## config.mk

```make
export PLATFORM = sky130hd
export DESIGN_NAME = lsh_band_bucket_hash_core
export DESIGN_NICKNAME = d
export VERILOG_FILES = /design/src/rtl/lbh_pkg.sv /design/src/rtl/lbh_front.sv /design/src/rtl/lbh_queue.sv /design/src/rtl/lbh_back.sv /design/src/rtl/lsh_band_bucket_hash_core.sv
export SDC_FILE = /design/constraint.sdc
export NUM_CORES = 2
export LEC_CHECK = 0
export BUFFER_PORTS_ARGS = -buffer_cell sky130_fd_sc_hd__buf_4
export CAP_MARGIN = 10
export CORE_MARGIN = 4
export CORE_UTILIZATION = 29
export DETAILED_ROUTE_END_ITERATION = 12
export PLACE_DENSITY = 0.45
export SYNTH_ARGS = -nofsm -noshare
export SYNTH_HDL_FRONTEND = slang
export SYNTH_SLANG_ARGS = --single-unit
```

## constraint.sdc

```tcl
create_clock -name clk -period 14.9 [get_ports clk]
set_input_delay 1.49 -clock clk [delete_from_list [all_inputs] [get_ports clk]]
set_output_delay 1.49 -clock clk [all_outputs]
set_load 0.005 [all_outputs]
```

## src/rtl/lbh_pkg.sv

```systemverilog
// ----------------------------------------------------------------------------
// lbh_pkg
// Shared constants and types for the minhash band bucket hash core.
// ----------------------------------------------------------------------------
package lbh_pkg;

	localparam int SIG_LEN      = 100;
	localparam int BAND_LEN     = 25;
	localparam int MAX_VERTICES = 1048576;

	localparam int POS_W     = $clog2(SIG_LEN);
	localparam int IN_BAND_W = (BAND_LEN > 1) ? $clog2(BAND_LEN) : 1;
	localparam int VERTEX_W  = 20;
	localparam int BAND_W    = 2;
	localparam int BUCKET_W  = 20;
	localparam int DATA_W    = 32;

	localparam logic [DATA_W-1:0] DEFAULT_BASE = 32'd103867;
	localparam logic [DATA_W-1:0] SKIP_MARK    = 32'h7fff_ffff;

	localparam longint BUCKET_COUNT = 1040657;

	// offset that lifts a signed sum to a non-negative value with equal residue
	localparam logic [32:0] OFFSET_C =
		33'(BUCKET_COUNT - ((64'd1 << 31) % BUCKET_COUNT));
	// reciprocal for quotient estimate, error at most one
	localparam int RECIP_SHIFT = 33;
	localparam int RECIP_W     = 14;
	localparam logic [RECIP_W-1:0] RECIP = RECIP_W'((64'd1 << RECIP_SHIFT) / BUCKET_COUNT);
	localparam logic [BUCKET_W-1:0] BUCKET_MOD = BUCKET_W'(BUCKET_COUNT);

	localparam int QUEUE_DEPTH = 4;
	localparam int QPTR_W      = $clog2(QUEUE_DEPTH);

	typedef struct packed {
		logic [DATA_W-1:0]   sum;
		logic [VERTEX_W-1:0] vertex;
		logic [BAND_W-1:0]   band;
	} band_req_t;

endpackage

```

## src/rtl/lbh_front.sv

```systemverilog
// ----------------------------------------------------------------------------
// lbh_front
// Accepts signature elements, tracks position, band and vertex, applies the
// running weight power and accumulates band sums; queues non-skipped bands.
// ----------------------------------------------------------------------------
module lbh_front import lbh_pkg::*; (
	input  logic                     clk,
	input  logic                     arst_n,
	input  logic                     cfg_we,
	input  logic [DATA_W-1:0]        cfg_wdata,
	input  logic                     in_valid,
	output logic                     in_ready,
	input  logic signed [DATA_W-1:0] sig_value,
	output logic                     push_valid,
	input  logic                     push_ready,
	output band_req_t                push_data
);

	logic [DATA_W-1:0]    base_q;
	logic [DATA_W-1:0]    wp_q;
	logic [DATA_W-1:0]    sum_q;
	logic [POS_W-1:0]     elem_pos_q;
	logic [IN_BAND_W-1:0] in_band_q;
	logic [BAND_W-1:0]    band_q;
	logic [VERTEX_W-1:0]  vertex_q;
	logic                 skip_q;

	logic                 valid_s1;
	logic [DATA_W-1:0]    prod_s1;
	logic                 band_end_s1;
	logic                 emit_s1;
	logic [VERTEX_W-1:0]  vertex_s1;
	logic [BAND_W-1:0]    band_s1;

	logic                 accept;
	logic                 advance;
	logic                 last_elem;
	logic                 band_end;
	logic                 skip_now;
	logic [DATA_W-1:0]    prod;
	logic [DATA_W-1:0]    sum_next;

	assign last_elem = (elem_pos_q == POS_W'(SIG_LEN - 1));
	assign band_end  = (in_band_q == IN_BAND_W'(BAND_LEN - 1)) || last_elem;
	assign skip_now  = (elem_pos_q == '0) ? ($unsigned(sig_value) == SKIP_MARK) : skip_q;
	assign prod      = $unsigned(sig_value) * wp_q;

	assign sum_next   = sum_q + prod_s1;
	assign push_valid = valid_s1 && band_end_s1 && emit_s1;
	assign advance    = valid_s1 && (!(band_end_s1 && emit_s1) || push_ready);
	assign in_ready   = !valid_s1 || advance;
	assign accept     = in_valid && in_ready;

	assign push_data.sum    = sum_next;
	assign push_data.vertex = vertex_s1;
	assign push_data.band   = band_s1;

	always_ff @(posedge clk or negedge arst_n) begin
		if (!arst_n) begin
			base_q <= DEFAULT_BASE;
		end else if (cfg_we) begin
			base_q <= cfg_wdata;
		end
	end

	// element, band and vertex tracking
	always_ff @(posedge clk or negedge arst_n) begin
		if (!arst_n) begin
			wp_q       <= DATA_W'(1);
			elem_pos_q <= '0;
			in_band_q  <= '0;
			band_q     <= '0;
			vertex_q   <= '0;
			skip_q     <= 1'b0;
		end else if (accept) begin
			skip_q <= skip_now;
			if (band_end) begin
				wp_q      <= DATA_W'(1);
				in_band_q <= '0;
				band_q    <= band_q + BAND_W'(1);
			end else begin
				wp_q      <= wp_q * base_q;
				in_band_q <= in_band_q + IN_BAND_W'(1);
			end
			if (last_elem) begin
				elem_pos_q <= '0;
				band_q     <= '0;
				if (vertex_q == VERTEX_W'(MAX_VERTICES - 1)) begin
					vertex_q <= '0;
				end else begin
					vertex_q <= vertex_q + VERTEX_W'(1);
				end
			end else begin
				elem_pos_q <= elem_pos_q + POS_W'(1);
			end
		end
	end

	always_ff @(posedge clk or negedge arst_n) begin
		if (!arst_n) begin
			valid_s1 <= 1'b0;
			sum_q    <= '0;
		end else begin
			if (accept) begin
				valid_s1 <= 1'b1;
			end else if (advance) begin
				valid_s1 <= 1'b0;
			end
			if (advance) begin
				sum_q <= band_end_s1 ? '0 : sum_next;
			end
		end
	end

	always_ff @(posedge clk) begin
		if (accept) begin
			prod_s1     <= prod;
			band_end_s1 <= band_end;
			emit_s1     <= !skip_now;
			vertex_s1   <= vertex_q;
			band_s1     <= band_q;
		end
	end

`ifndef NO_ASSERTIONS
	a_pos_range: assert property (@(posedge clk) disable iff (!arst_n)
		elem_pos_q <= POS_W'(SIG_LEN - 1))
		else $error("element position out of range");

	a_stall_hold: assert property (@(posedge clk) disable iff (!arst_n)
		valid_s1 && !advance |=> valid_s1 && $stable(prod_s1) && $stable(sum_q))
		else $error("stalled stage lost its contents");
`endif

endmodule

```

## src/rtl/lbh_queue.sv

```systemverilog
// ----------------------------------------------------------------------------
// lbh_queue
// Short first-in first-out queue between the front and back parts.
// ----------------------------------------------------------------------------
module lbh_queue import lbh_pkg::*; (
	input  logic      clk,
	input  logic      arst_n,
	input  logic      push_valid,
	output logic      push_ready,
	input  band_req_t push_data,
	output logic      pop_valid,
	input  logic      pop_ready,
	output band_req_t pop_data
);

	band_req_t         entry_q [QUEUE_DEPTH];
	logic [QPTR_W-1:0] wr_ptr_q;
	logic [QPTR_W-1:0] rd_ptr_q;
	logic [QPTR_W:0]   count_q;
	logic              push;
	logic              pop;

	assign push_ready = (count_q != (QPTR_W+1)'(QUEUE_DEPTH));
	assign pop_valid  = (count_q != '0);
	assign push       = push_valid && push_ready;
	assign pop        = pop_valid && pop_ready;
	assign pop_data   = entry_q[rd_ptr_q];

	always_ff @(posedge clk or negedge arst_n) begin
		if (!arst_n) begin
			wr_ptr_q <= '0;
			rd_ptr_q <= '0;
			count_q  <= '0;
		end else begin
			if (push) begin
				wr_ptr_q <= (wr_ptr_q == QPTR_W'(QUEUE_DEPTH - 1)) ? '0 : wr_ptr_q + QPTR_W'(1);
			end
			if (pop) begin
				rd_ptr_q <= (rd_ptr_q == QPTR_W'(QUEUE_DEPTH - 1)) ? '0 : rd_ptr_q + QPTR_W'(1);
			end
			if (push && !pop) begin
				count_q <= count_q + (QPTR_W+1)'(1);
			end else if (pop && !push) begin
				count_q <= count_q - (QPTR_W+1)'(1);
			end
		end
	end

	always_ff @(posedge clk) begin
		if (push) begin
			entry_q[wr_ptr_q] <= push_data;
		end
	end

`ifndef NO_ASSERTIONS
	a_count_range: assert property (@(posedge clk) disable iff (!arst_n)
		count_q <= (QPTR_W+1)'(QUEUE_DEPTH))
		else $error("queue count out of range");
`endif

endmodule

```

## src/rtl/lbh_back.sv

```systemverilog
// ----------------------------------------------------------------------------
// lbh_back
// Reduces each band sum floor-modulo the bucket count through a reciprocal
// multiply pipeline and holds the result in the output register.
// ----------------------------------------------------------------------------
module lbh_back import lbh_pkg::*; (
	input  logic                clk,
	input  logic                arst_n,
	input  logic                pop_valid,
	output logic                pop_ready,
	input  band_req_t           pop_data,
	output logic                out_valid,
	input  logic                out_ready,
	output logic [BUCKET_W-1:0] bucket_index,
	output logic [VERTEX_W-1:0] vertex_index,
	output logic [BAND_W-1:0]   band_index
);

	localparam int EST_W = 33 + RECIP_W;

	logic                en;

	logic                valid_s1, valid_s2, valid_s3;
	logic [32:0]         u_s1, u_s2, u_s3;
	logic [EST_W-1:0]    est_s2;
	logic [32:0]         qm_s3;
	logic [VERTEX_W-1:0] vertex_s1, vertex_s2, vertex_s3;
	logic [BAND_W-1:0]   band_s1, band_s2, band_s3;

	logic                out_valid_q;
	logic [BUCKET_W-1:0] bucket_q;
	logic [VERTEX_W-1:0] vertex_q;
	logic [BAND_W-1:0]   band_q;

	logic [RECIP_W-1:0]  quot;
	logic [32:0]         diff;
	logic [32:0]         rem;

	assign en        = !out_valid_q || out_ready;
	assign pop_ready = en;

	assign quot = est_s2[EST_W-1:RECIP_SHIFT];
	assign diff = u_s3 - qm_s3;
	assign rem  = (diff >= 33'(BUCKET_MOD)) ? diff - 33'(BUCKET_MOD) : diff;

	always_ff @(posedge clk or negedge arst_n) begin
		if (!arst_n) begin
			valid_s1    <= 1'b0;
			valid_s2    <= 1'b0;
			valid_s3    <= 1'b0;
			out_valid_q <= 1'b0;
		end else if (en) begin
			valid_s1    <= pop_valid;
			valid_s2    <= valid_s1;
			valid_s3    <= valid_s2;
			out_valid_q <= valid_s3;
		end
	end

	always_ff @(posedge clk) begin
		if (en) begin
			// flip sign bit: offset by 2^31, then add residue correction
			u_s1      <= {1'b0, ~pop_data.sum[DATA_W-1], pop_data.sum[DATA_W-2:0]} + OFFSET_C;
			vertex_s1 <= pop_data.vertex;
			band_s1   <= pop_data.band;

			est_s2    <= u_s1 * RECIP;
			u_s2      <= u_s1;
			vertex_s2 <= vertex_s1;
			band_s2   <= band_s1;

			qm_s3     <= 33'(quot) * 33'(BUCKET_MOD);
			u_s3      <= u_s2;
			vertex_s3 <= vertex_s2;
			band_s3   <= band_s2;

			bucket_q  <= rem[BUCKET_W-1:0];
			vertex_q  <= vertex_s3;
			band_q    <= band_s3;
		end
	end

	assign out_valid    = out_valid_q;
	assign bucket_index = bucket_q;
	assign vertex_index = vertex_q;
	assign band_index   = band_q;

`ifndef NO_ASSERTIONS
	a_bucket_range: assert property (@(posedge clk) disable iff (!arst_n)
		out_valid_q |-> bucket_q < BUCKET_MOD)
		else $error("bucket out of range");

	a_rem_bound: assert property (@(posedge clk) disable iff (!arst_n)
		valid_s3 |-> diff < 33'(2 * BUCKET_COUNT))
		else $error("quotient estimate off by more than one");
`endif

endmodule

```

## src/rtl/lsh_band_bucket_hash_core.sv

```systemverilog
// ----------------------------------------------------------------------------
// lsh_band_bucket_hash_core
// Minhash band hashing: weighted band sums of signature elements reduced to
// bucket numbers, one request per band of each non-skipped vertex.
// ----------------------------------------------------------------------------
// channel   direction  handshake             payload
// in        input      in_valid / in_ready   sig_value
// out       output     out_valid / out_ready bucket_index, vertex_index, band_index
// cfg       input      cfg_we                cfg_wdata (hash_base)
//
// one input request per cycle while the queue has room, set by the weight power multiply loop
// a band result passes the front stage register, the queue and back stages s1 to s3 to the output register
// asynchronous reset clears all control state, hash_base returns to 103867
// a four-entry queue lets the front keep taking input while the output stalls
// ----------------------------------------------------------------------------
module lsh_band_bucket_hash_core import lbh_pkg::*; (
	input  logic                     clk,
	input  logic                     arst_n,
	input  logic                     cfg_we,
	input  logic [DATA_W-1:0]        cfg_wdata,
	input  logic                     in_valid,
	output logic                     in_ready,
	input  logic signed [DATA_W-1:0] sig_value,
	output logic                     out_valid,
	input  logic                     out_ready,
	output logic [BUCKET_W-1:0]      bucket_index,
	output logic [VERTEX_W-1:0]      vertex_index,
	output logic [BAND_W-1:0]        band_index
);

	logic      push_valid;
	logic      push_ready;
	band_req_t push_data;
	logic      pop_valid;
	logic      pop_ready;
	band_req_t pop_data;

	lbh_front u_front (
		.clk        (clk),
		.arst_n     (arst_n),
		.cfg_we     (cfg_we),
		.cfg_wdata  (cfg_wdata),
		.in_valid   (in_valid),
		.in_ready   (in_ready),
		.sig_value  (sig_value),
		.push_valid (push_valid),
		.push_ready (push_ready),
		.push_data  (push_data)
	);

	lbh_queue u_queue (
		.clk        (clk),
		.arst_n     (arst_n),
		.push_valid (push_valid),
		.push_ready (push_ready),
		.push_data  (push_data),
		.pop_valid  (pop_valid),
		.pop_ready  (pop_ready),
		.pop_data   (pop_data)
	);

	lbh_back u_back (
		.clk          (clk),
		.arst_n       (arst_n),
		.pop_valid    (pop_valid),
		.pop_ready    (pop_ready),
		.pop_data     (pop_data),
		.out_valid    (out_valid),
		.out_ready    (out_ready),
		.bucket_index (bucket_index),
		.vertex_index (vertex_index),
		.band_index   (band_index)
	);

endmodule

```

==> Flow_metrics.wiki <==
{| class="wikitable"
! Metric !! Value
|-
| Layout overhead on the synthesized area || 10.57%
|-
| Cell at the root of the clock tree || clkbuf_16
|-
| Post-CTS resize count || 0
|-
| Overall die width || 489.8 um
|-
| Share of cells above drive strength 1 || 0.07315
|-
| Global-route wire length before repair || 274.0 mm
|-
| Worst Tran Pin Value || 1.284 ns
|-
| Count of routing violations after the opening detailed-route iteration || 1,925
|-
| Post-synth EDFFs || 526
|-
| Result of the run || complete, no violations
|-
| Antenna viol nets, final || 0
|-
| Cell occurring most often along the worst timing path || fa_1
|-
| Core region area || 230,600 um2
|-
| Highest-delay cell along the critical path || a2111oi_0
|-
| Final slew viol count || 0
|-
| Clock tree skew after final layout || 0.05824 ns
|-
| Initial antenna violation count || 7
|-
| Count of filler cells inserted in the layout || 23,320
|-
| Clock edge transition at the registers on the reported setup and hold paths || 0.06 ns
|-
| Maximum fanout along the worst path || 40
|-
| Vias in the first global route || 46,700
|-
| GR Overflow Total || 0
|-
| Non-filler instance count after layout || 9,143
|-
| Category of the worst setup path launch point || flop
|-
| DRC Markers || 0
|-
| Crit path largest cell delay || 0.93 ns
|-
| Max Cap Violations || 0
|-
| Per-cell via count in the routed design || 4.594
|-
| Number of port buffers || 112
|-
| Maximum clock path buffer count || 3
|-
| Syn Nets || 7,649
|-
| Total Routing Usage GR || 0.1469
|-
| Unrepaired setup endpoints after global routing || false
|-
| Cell area after layout || 74,420 um2
|-
| Final HPWL from detailed placement || 126.6 mm
|-
| TritonRoute pass-1 iters || 7
|-
| Post-synth top area cell || fa_1
|-
| Row count || 176
|-
| Routed via count || 42,000
|-
| Hold violation count in the final report || 0
|-
| Full die area || 239,900 um2
|-
| Headroom to the max-slew limit || 0.1441
|-
| Top Family by Delay on Critical Path || adder cells
|-
| GP Congestion || 0.7887
|-
| Reg area || 19,410 um2
|-
| Summed instance area of the synthesized netlist || 67,310 um2
|-
| Combined buffer and inverter count along the critical path || 5
|-
| Final-report setup violation count || 0
|-
| Critical Path RT || 15.32 ns
|-
| Most used flip-flop cell after synthesis || edfxtp_1
|-
| Vertical extent of the die || 489.8 um
|-
| Largest cells by area after synthesis || fa_1 30%, edfxtp_1 23%, ha_1 10%
|-
| Number of library cell types mapped by synthesis || 79
|-
| CTS H-tree depth || 3
|-
| Post-synthesis instance total || 6,034
|-
| Synth top area share || 0.2968
|-
| Share of flip-flops with an asynchronous set or reset || 0.2138
|-
| Max Clock Freq || 110.9 MHz
|-
| Multi-input logic area || 43,150 um2
|-
| Critical path arrival || 9.44 ns
|-
| Skew-Pair Late Insertion Delay || 0.70 ns
|-
| Post-CTS setup-driven buffer insertion count || 0
|-
| Post-placement cell count || 8,980
|-
| CTS Sinks || 669
|-
| Type of the worst setup path || flop to flop
|-
| Syn. warnings || 0
|-
| Aggregate routed wire length || 170.5 mm
|-
| Total negative setup slack || 0 ns
|-
| Sequential share of the synthesized area || 0.2880
|-
| Crit. End Element || flop
|-
| Tightest Hold Check Type || flop to flop
|-
| Net count of the finished layout || 7,655
|-
| Flip-flop and latch count after synthesis || 669
|-
| Count of hold buffers inserted by post-cts repair || 0
|-
| Clock tree from TritonCTS || done
|-
| TritonCTS Buffers || 84
|-
| Pin count of the biggest net entering global routing || 77
|-
| Mean cell area of the mapped netlist || 11.16 um2
|-
| Routed wire per std cell || 18.64 um
|-
| Post-layout minimum cycle time || 9.018 ns
|-
| Initial standard-cell utilization of the core || 0.2919
|-
| Post-DP Area || 71,470 um2
|-
| Final clock period utilization by the worst path || 0.6052
|-
| Total I/O pin count || 113
|}
synthesized netlist by cell type, drive strengths merged (9+ instances only):
library cell	n
a2111oi	9
a211o	9
a211oi	25
a21o	84
a21oi	121
a22o	45
a31oi	26
and2	618
and3	22
buf	15
clkbuf	231
dfrtp	131
dfstp	12
edfxtp	526
fa	998
ha	548
inv	1034
mux2	38
mux4	54
nand2	579
nand2b	25
nand3	50
nand4	27
nor2	123
nor2b	23
nor3	47
o21a	30
o21ai	99
o21bai	17
o311ai	10
o31ai	11
o41ai	10
or2	11
or3	9
xnor2	228
xor2	79
layout make-up:
class / instances / area share
Antenna cell: 6 / 0.0002017
Clock inverter: 54 / 0.009549
Clock buffer: 103 / 0.02989
Tap cell: 3026 / 0.05087
Multi-Input combinational cell: 4085 / 0.5797
Sequential cell: 669 / 0.2608
Timing Repair Buffer: 166 / 0.01680
Inverter: 1034 / 0.05215
metal layers:
metal  GRT usage  part of all wire  vias to the layer above
met3     0.01612             0.033                      165
li1            -                 -                    19370
met4     0.03309             0.021                        0
met5           0                 0                        -
met2      0.2524              0.49                      675
met1      0.1992              0.46                    21790
placed cells by master (no fill, tap or decap), types with 46 or more instances in the layout:
cell / netlist / final
mux4_2: 54 / 54
dfrtp_1: 131 / 119
edfxtp_1: 526 / 526
nor3_1: 46 / 46
fa_1: 998 / 998
ha_1: 548 / 548
xor2_1: 78 / 78
a21o_1: 84 / 84
buf_4: 0 / 165
clkbuf_16: 0 / 85
and2_1: 618 / 614
nand2_1: 579 / 578
a21oi_1: 119 / 119
o21ai_0: 97 / 97
nand3_1: 50 / 50
xnor2_1: 228 / 228
inv_1: 1034 / 1033
nor2_1: 123 / 122
sequential cells by signal, indices dropped and copies added, names as in the netlist, 3 cells and up:
signal               count
u_back.vertex_s2        20
u_front.sum_q           32
u_front.in_band_q        5
u_back.u_s2             33
u_front.vertex_q        20
u_back.vertex_s3        20
u_front.wp_q            32
u_front.prod_s1         32
u_back.u_s1             33
u_back.qm_s3            33
u_queue.count_q          3
u_back.vertex_s1        20
u_back.u_s3             33
u_front.base_q          32
u_back.est_s2           14
u_queue.entry_q        216
u_back.vertex_index     20
u_back.bucket_index     20
u_front.vertex_s1       20
u_front.elem_pos_q       7
per-stage QoR:
stage          utilization  setup WS (ns)  hold WS [ns]
3_3_place_gp        0.3100          5.365        0.4005
2_1_floorplan            -          5.385        0.4003
6_report            0.3228          5.882        0.3904
5_1_grt             0.3228          5.364        0.3911
4_1_cts             0.3227          5.865        0.3812
3_5_place_dp        0.3100          5.422        0.4045
final timing paths:
check                           cells past startpoint                           endpoint  slack (ns)                   startpoint
worst max-delay path                               25      u_front.prod_s1[30]$_DFFE_PP_        5.88  u_front.wp_q[3]$_DFFE_PN0P_
max in group asynchronous                           3       u_front.wp_q[17]$_DFFE_PN0P_       12.23                       arst_n
worst min-delay path                                0           u_back.u_s3[3]$_DFFE_PN_        0.39     u_back.u_s2[3]$_DFFE_PN_
worst min register to register                      0           u_back.u_s3[3]$_DFFE_PN_        0.39     u_back.u_s2[3]$_DFFE_PN_
worst max register to register                     25      u_front.prod_s1[30]$_DFFE_PP_        5.88  u_front.wp_q[3]$_DFFE_PN0P_
min in group asynchronous                           1  u_front.elem_pos_q[6]$_DFFE_PN0P_        0.88                       arst_n
kinds of logic after synthesis:
group	after synthesis	synth area share
compound gates	567	0.05803
xor+xnor	307	0.04006
fa+ha+maj	1546	0.3987
buf+inv	1280	0.07145
flops	669	0.2880
mux	95	0.02487
simple gates	1570	0.1189
Power is left out: the tool's default activity adds up to more than one toggle a clock period on the data nets, which glitch-free logic cannot reach.
